[src/rtl/tlb_pkg.sv]
// ----------------------------------------------------------------------------
// tlb_pkg - shared types and constants of the two-level token bucket limiter
// Field widths, fixed-point format, operation and register codes, the entry
// row layout and the command/status bundles between controller and datapath.
// ----------------------------------------------------------------------------
package tlb_pkg;

  // Fixed-point and field widths
  localparam int FRAC_BITS  = 16;
  localparam int TIME_BITS  = 48;
  localparam int VAL_W      = 40;
  localparam int LVL_W      = VAL_W + FRAC_BITS;
  localparam int SIZE_W     = 32;
  localparam int TOT_W      = 64;
  localparam int ACT_W      = 7;
  localparam int OP_W       = 3;
  localparam int IDX_W      = 6;
  localparam int CFG_IDX_W  = 3;

  // Multiplier split: rate is taken in two halves
  localparam int HALF_W     = VAL_W / 2;
  localparam int PP_W       = TIME_BITS + HALF_W;
  localparam int PROD_W     = TIME_BITS + VAL_W;

  // Stream word widths
  localparam int IN_TDATA_W  = 160;
  localparam int OUT_TDATA_W = 216;

  // Register reset values
  localparam logic [VAL_W-1:0] RST_GLOBAL_RATE  = 40'd6553600;
  localparam logic [VAL_W-1:0] RST_GLOBAL_BURST = 40'd200000000;

  typedef enum logic [OP_W-1:0] {
    OP_TICK   = 3'd0,
    OP_READ   = 3'd1,
    OP_WRITE  = 3'd2,
    OP_SET    = 3'd3,
    OP_REMOVE = 3'd4
  } op_t;

  typedef enum logic [CFG_IDX_W-1:0] {
    CFG_GLOBAL_RATE  = 3'd0,
    CFG_GLOBAL_BURST = 3'd1,
    CFG_DEF_RD_RATE  = 3'd2,
    CFG_DEF_WR_RATE  = 3'd3,
    CFG_DEF_BURST    = 3'd4
  } cfg_idx_t;

  typedef enum logic [3:0] {
    S_IDLE,
    S_G_MUL_LO,
    S_G_MUL_HI,
    S_G_SUM,
    S_G_CAP,
    S_G_TAKE,
    S_E_MUL_LO,
    S_E_MUL_HI,
    S_E_SUM,
    S_E_CAP,
    S_E_TAKE,
    S_APPLY,
    S_EMIT
  } state_t;

  typedef enum logic [3:0] {
    STEP_NONE,
    STEP_LOAD,
    STEP_MUL_LO,
    STEP_MUL_HI,
    STEP_SUM,
    STEP_CAP,
    STEP_G_TAKE,
    STEP_E_TAKE,
    STEP_APPLY,
    STEP_EMIT
  } step_t;

  typedef struct packed {
    step_t step;
    logic  entry;   // refill operands come from the entry bucket
  } cmd_t;

  typedef struct packed {
    logic is_req;   // word on the input is an in-range read or write request
    logic g_pass;   // bucket level covers the request cost
    logic out_busy; // output register holds a word not yet taken
  } stat_t;

  typedef struct packed {
    logic [VAL_W-1:0]     rd_rate;
    logic [VAL_W-1:0]     wr_rate;
    logic [VAL_W-1:0]     burst;
    logic [LVL_W-1:0]     rd_level;
    logic [LVL_W-1:0]     wr_level;
    logic [TIME_BITS-1:0] rd_stamp;
    logic [TIME_BITS-1:0] wr_stamp;
    logic [TOT_W-1:0]     rd_total;
    logic [TOT_W-1:0]     wr_total;
  } row_t;

endpackage

[src/rtl/tlb_ctrl.sv]
// ----------------------------------------------------------------------------
// tlb_ctrl - sequencing controller of the token bucket limiter
// Walks each request through global refill, global take and, if that passes,
// entry refill and entry take; other words go through a single apply step; then hands the result out.
// ----------------------------------------------------------------------------
module tlb_ctrl (
  input  logic            clk,
  input  logic            rst_n,
  input  logic            in_tvalid,
  output logic            in_tready,
  input  tlb_pkg::stat_t  stat,
  output tlb_pkg::cmd_t   cmd
);
  import tlb_pkg::*;

  state_t state_r;
  state_t state_nxt;

  // Hold state
  always_ff @(posedge clk) begin
    if (!rst_n) begin
      state_r <= S_IDLE;
    end else begin
      state_r <= state_nxt;
    end
  end

  // Advance state
  always_comb begin
    state_nxt = state_r;
    case (state_r)
      S_IDLE: begin
        if (in_tvalid) begin
          state_nxt = stat.is_req ? S_G_MUL_LO : S_APPLY;
        end
      end
      S_G_MUL_LO: state_nxt = S_G_MUL_HI;
      S_G_MUL_HI: state_nxt = S_G_SUM;
      S_G_SUM:    state_nxt = S_G_CAP;
      S_G_CAP:    state_nxt = S_G_TAKE;
      S_G_TAKE:   state_nxt = stat.g_pass ? S_E_MUL_LO : S_EMIT;
      S_E_MUL_LO: state_nxt = S_E_MUL_HI;
      S_E_MUL_HI: state_nxt = S_E_SUM;
      S_E_SUM:    state_nxt = S_E_CAP;
      S_E_CAP:    state_nxt = S_E_TAKE;
      S_E_TAKE:   state_nxt = S_EMIT;
      S_APPLY:    state_nxt = S_EMIT;
      S_EMIT: begin
        if (!stat.out_busy) begin
          state_nxt = S_IDLE;
        end
      end
      default:    state_nxt = S_IDLE;
    endcase
  end

  // Drive datapath commands
  always_comb begin
    cmd.step  = STEP_NONE;
    cmd.entry = 1'b0;
    in_tready = 1'b0;
    case (state_r)
      S_IDLE: begin
        in_tready = 1'b1;
        if (in_tvalid) begin
          cmd.step = STEP_LOAD;
        end
      end
      S_G_MUL_LO: cmd.step = STEP_MUL_LO;
      S_G_MUL_HI: cmd.step = STEP_MUL_HI;
      S_G_SUM:    cmd.step = STEP_SUM;
      S_G_CAP:    cmd.step = STEP_CAP;
      S_G_TAKE:   cmd.step = STEP_G_TAKE;
      S_E_MUL_LO: begin
        cmd.step  = STEP_MUL_LO;
        cmd.entry = 1'b1;
      end
      S_E_MUL_HI: begin
        cmd.step  = STEP_MUL_HI;
        cmd.entry = 1'b1;
      end
      S_E_SUM: begin
        cmd.step  = STEP_SUM;
        cmd.entry = 1'b1;
      end
      S_E_CAP: begin
        cmd.step  = STEP_CAP;
        cmd.entry = 1'b1;
      end
      S_E_TAKE: begin
        cmd.step  = STEP_E_TAKE;
        cmd.entry = 1'b1;
      end
      S_APPLY:    cmd.step = STEP_APPLY;
      S_EMIT:     cmd.step = STEP_EMIT;
      default:    cmd.step = STEP_NONE;
    endcase
  end

  // An accepted word is never followed by another in the next cycle
  a_one_at_a_time: assert property (@(posedge clk) disable iff (!rst_n)
    (in_tvalid && in_tready) |=> !in_tready)
    else $error("second word accepted while one is in progress");

  // The global take only leads to an entry refill or to the result
  a_g_take_exit: assert property (@(posedge clk) disable iff (!rst_n)
    (state_r == S_G_TAKE) |=> (state_r == S_E_MUL_LO || state_r == S_EMIT))
    else $error("bad exit from global take");

  // Entry take always leads straight to the result
  a_e_take_exit: assert property (@(posedge clk) disable iff (!rst_n)
    (state_r == S_E_TAKE) |=> (state_r == S_EMIT))
    else $error("bad exit from entry take");

endmodule

[config.mk]
export PLATFORM = sky130hd
export DESIGN_NAME = tlb_ctrl
export DESIGN_NICKNAME = d
export VERILOG_FILES = /design/src/rtl/tlb_pkg.sv /design/src/rtl/tlb_ctrl.sv
export SDC_FILE = /design/constraint.sdc
export NUM_CORES = 1
export LEC_CHECK = 0
export ABC_AREA = 1
export BUFFER_PORTS_ARGS = -buffer_cell sky130_fd_sc_hd__buf_4
export CORE_AREA = 2 2 39 41
export DETAILED_ROUTE_END_ITERATION = 12
export DIE_AREA = 0 0 41 43
export HOLD_SLACK_MARGIN = 0.15
export SLEW_MARGIN = 5
export SYNTH_ARGS = -nofsm -noshare
export SYNTH_HDL_FRONTEND = slang
export SYNTH_SLANG_ARGS = --single-unit
[constraint.sdc]
create_clock -name clk -period 2.37 [get_ports clk]
set_input_delay 0.237 -clock clk [delete_from_list [all_inputs] [get_ports clk]]
set_output_delay 0.237 -clock clk [all_outputs]
set_load 0.02 [all_outputs]
==> impl_metrics.py <==
metrics = {
    "status": {
        "status": "finished, final reports clean",
    },
    "critical_path": {
        "slowest_delay_ns": 0.51,
        "r2r_cells": 6,
        "start_kind": "flip-flop",
        "cpMaxStageDelayCell": "dfxtp_1",
        "rr_endpoint": "state_r[3]",
        "crit_path_start": "state_r[3]",
        "path_cells": "inv_2, nand2_4, nor2_2, a21oi_1, o2111ai_1, buf_4",
        "worstSetupEndpoint": "cmd[2]",
        "r2r_start": "state_r[1]",
        "reg2reg_slack_ns": 1.16,
        "worstPathRequired_ns": 2.13,
        "path_class": "flip-flop to output port",
        "path_max_fanout": 8,
        "worst_setup_path_end_kind": "output port",
        "cp_data_arrival_time_ns": 1.48,
    },
    "hold_path": {
        "min_path_cells": 3,
        "hold_class": "primary input to flip-flop",
    },
    "logic_synthesis": {
        "synth.area.top_cells": "dfxtp_1, nand2_1, inv_1",
        "mappedNetlistNets": 70,
        "netlist_instances": 64,
        "synthTopCellsByCount": "nand2_1, inv_1, nor2_1, nand3_1",
        "synth-edff-count": 0,
        "async_flop_share_pct": 0,
        "mappedNetlistArea_um2": 390,
        "ys_seq_area_share_pct": 20.5,
        "ys.flop_type": "dfxtp_1",
        "synth_top_area_share_pct": 20.5,
        "ys_seq_elements": 4,
        "avgSynthCellArea_um2": 6.10,
        "yosys.area.top_type": "dfxtp_1",
        "yosysWarnings": 0,
        "ys_types": 22,
        "synth.most_common_cell": "nand2_1",
    },
    "routing": {
        "drt_pass1_iterations": 4,
        "drc": 0,
        "vias": 438,
        "vias_per_cell": 4.71,
        "postRouteWirelength_um": 930,
        "routedWlPerCell_um": 10.0,
        "drt_iter0_drc": 7,
        "drtAntennaViolNets": 0,
    },
    "clock_network": {
        "cts_resized": 0,
        "path_clk_slew_ns": 0.04,
        "cts_tree": "built",
        "hold_buffers": 0,
        "clock_path_buffers": 2,
        "clock_latency_ns": 0.23,
        "cts_made_buffers": 3,
        "root_buffer": "clkbuf_4",
        "cts.sinks": 4,
        "post_cts_buffers": 0,
        "htreeDepth": 1,
    },
    "sta": {
        "whs_ns": 0.289,
        "slew_violations": 0,
        "fmax_ghz": 0.581,
        "fin_tns_setup_ns": 0,
        "hold_violations": 0,
        "rsz0062_at_grt": "no",
        "setup_viol": 0,
        "finalClockSkew_ns": 0.00256,
        "period_share_pct": 72.6,
        "worstMarginPinSlew_ns": 0.342,
        "relSlewSlack_pct": 77.2,
        "fin_crit_ns": 1.72,
    },
    "die": {
        "coreArea_um2": 1380,
        "die_h_um": 43,
        "die_w_um": 41,
        "dieArea_um2": 1760,
        "start_util_pct": 28.2,
        "ios": 12,
        "rows": 14,
    },
    "power": {
        "leakage_nw": 0.246,
        "peakVddDrop_uv": 524,
        "powerDensity_nw_per_um2": 1610,
    },
    "final_layout": {
        "synthToLayoutAreaGrowth_pct": 30.8,
        "diodes": 0,
        "reg.largest.list": "state_r x4",
        "fillerInstances": 156,
        "drive_gt1_share_pct": 35.1,
        "largest_register_ffs": 4,
        "finalNetCount": 85,
        "largest-register": "state_r",
    },
    "grt": {
        "grt_pass1_wl_um": 1500,
        "grt_overflow": 0,
        "grtUsageTotal_pct": 12.2,
        "grt_max_degree": 9,
        "grt_pass1_vias": 386,
        "antenna_found_initial": 0,
    },
    "flow_run": {
        "drv_cap": 0,
    },
    "place": {
        "post-dp-hpwl_um": 776,
        "gp_congestion": 0.839,
        "port_buffers": 11,
    },
}
[metrics by stage]
stage | cells | power (mW) | util (%) | area, um^2 | worst slack [ns]
2_1_floorplan | 64 | 0.555 | - | 390 | 0.929
3_3_place_gp | 90 | 0.743 | 35.3 | 488 | 0.931
3_5_place_dp | 90 | 0.742 | 35.3 | 488 | 0.908
4_1_cts | 93 | 0.830 | 36.9 | 510 | 0.654
5_1_grt | 93 | 0.889 | 36.9 | 510 | 0.514
6_report | 93 | 0.823 | 36.9 | 510 | 0.650
[cells in the final DEF (no fill, tap or decap), types with 2 or more instances in the layout]
cell and n:
nand2_1 11, nand4_1 2, inv_2 3, nand3b_1 2, dfxtp_1 4, o22ai_1 2, clkbuf_4 3, nand3_1 5
nor2_1 7, nor2_2 4, a21oi_1 3, buf_4 11, inv_1 9, nor3_2 2
[report_power, final]
group	switching, mW	internal (mW)	total, mW
Combinational	0.363	0.227	0.590
Clock	0.0275	0.0566	0.0841
Sequential	0.0520	0.0972	0.149
[cell families after synthesis]
kind of cell,after synthesis,share of synthesized area [%]
AO/OA/AOI/OAI,10,15.7
AND/OR/NAND/NOR,37,51.0
buffers and inverters,13,12.8
flip-flops,4,20.5
[routing by layer]
metal  wire [um]  share of wire, %  global-route usage, %  up-vias
met1         459                49                   16.3      186
met2         416                45                   17.5       12
met3          33               3.5                   3.14        3
met5           0                 0                      0        -
met4          21               2.3                   6.00        0
li1            -                 -                      -      237
[how the worst min path moves through the flow]
stage / endpoint / slack, ns / startpoint
after floorplan: state_r[3] / 0.42 / rst_n
after global placement: state_r[3] / 0.53 / rst_n
after detailed placement: state_r[3] / 0.53 / rst_n
after CTS: state_r[3] / 0.29 / rst_n
after global routing: state_r[3] / 0.31 / rst_n
final: state_r[3] / 0.29 / rst_n
[area by class of cell]
cell class,count,area [um^2],area share (%)
multi-input combinational,47,260,51.0
clock buffer,3,22.5,4.41
tap,16,20.0,3.92
sequential,4,80.1,15.7
timing repair buffer,11,82.6,16.2
inverter,12,45.0,8.82
[worst max-delay path, delay by kind of cell (launching register included)]
family / cells / cell delay, ns
AOI/OAI and AO/OA: 2 / 0.30
buffers and inverters: 2 / 0.27
and+or+nand+nor: 2 / 0.16
DFF: 1 / 0.51
Power figures use the tool's default switching activity.
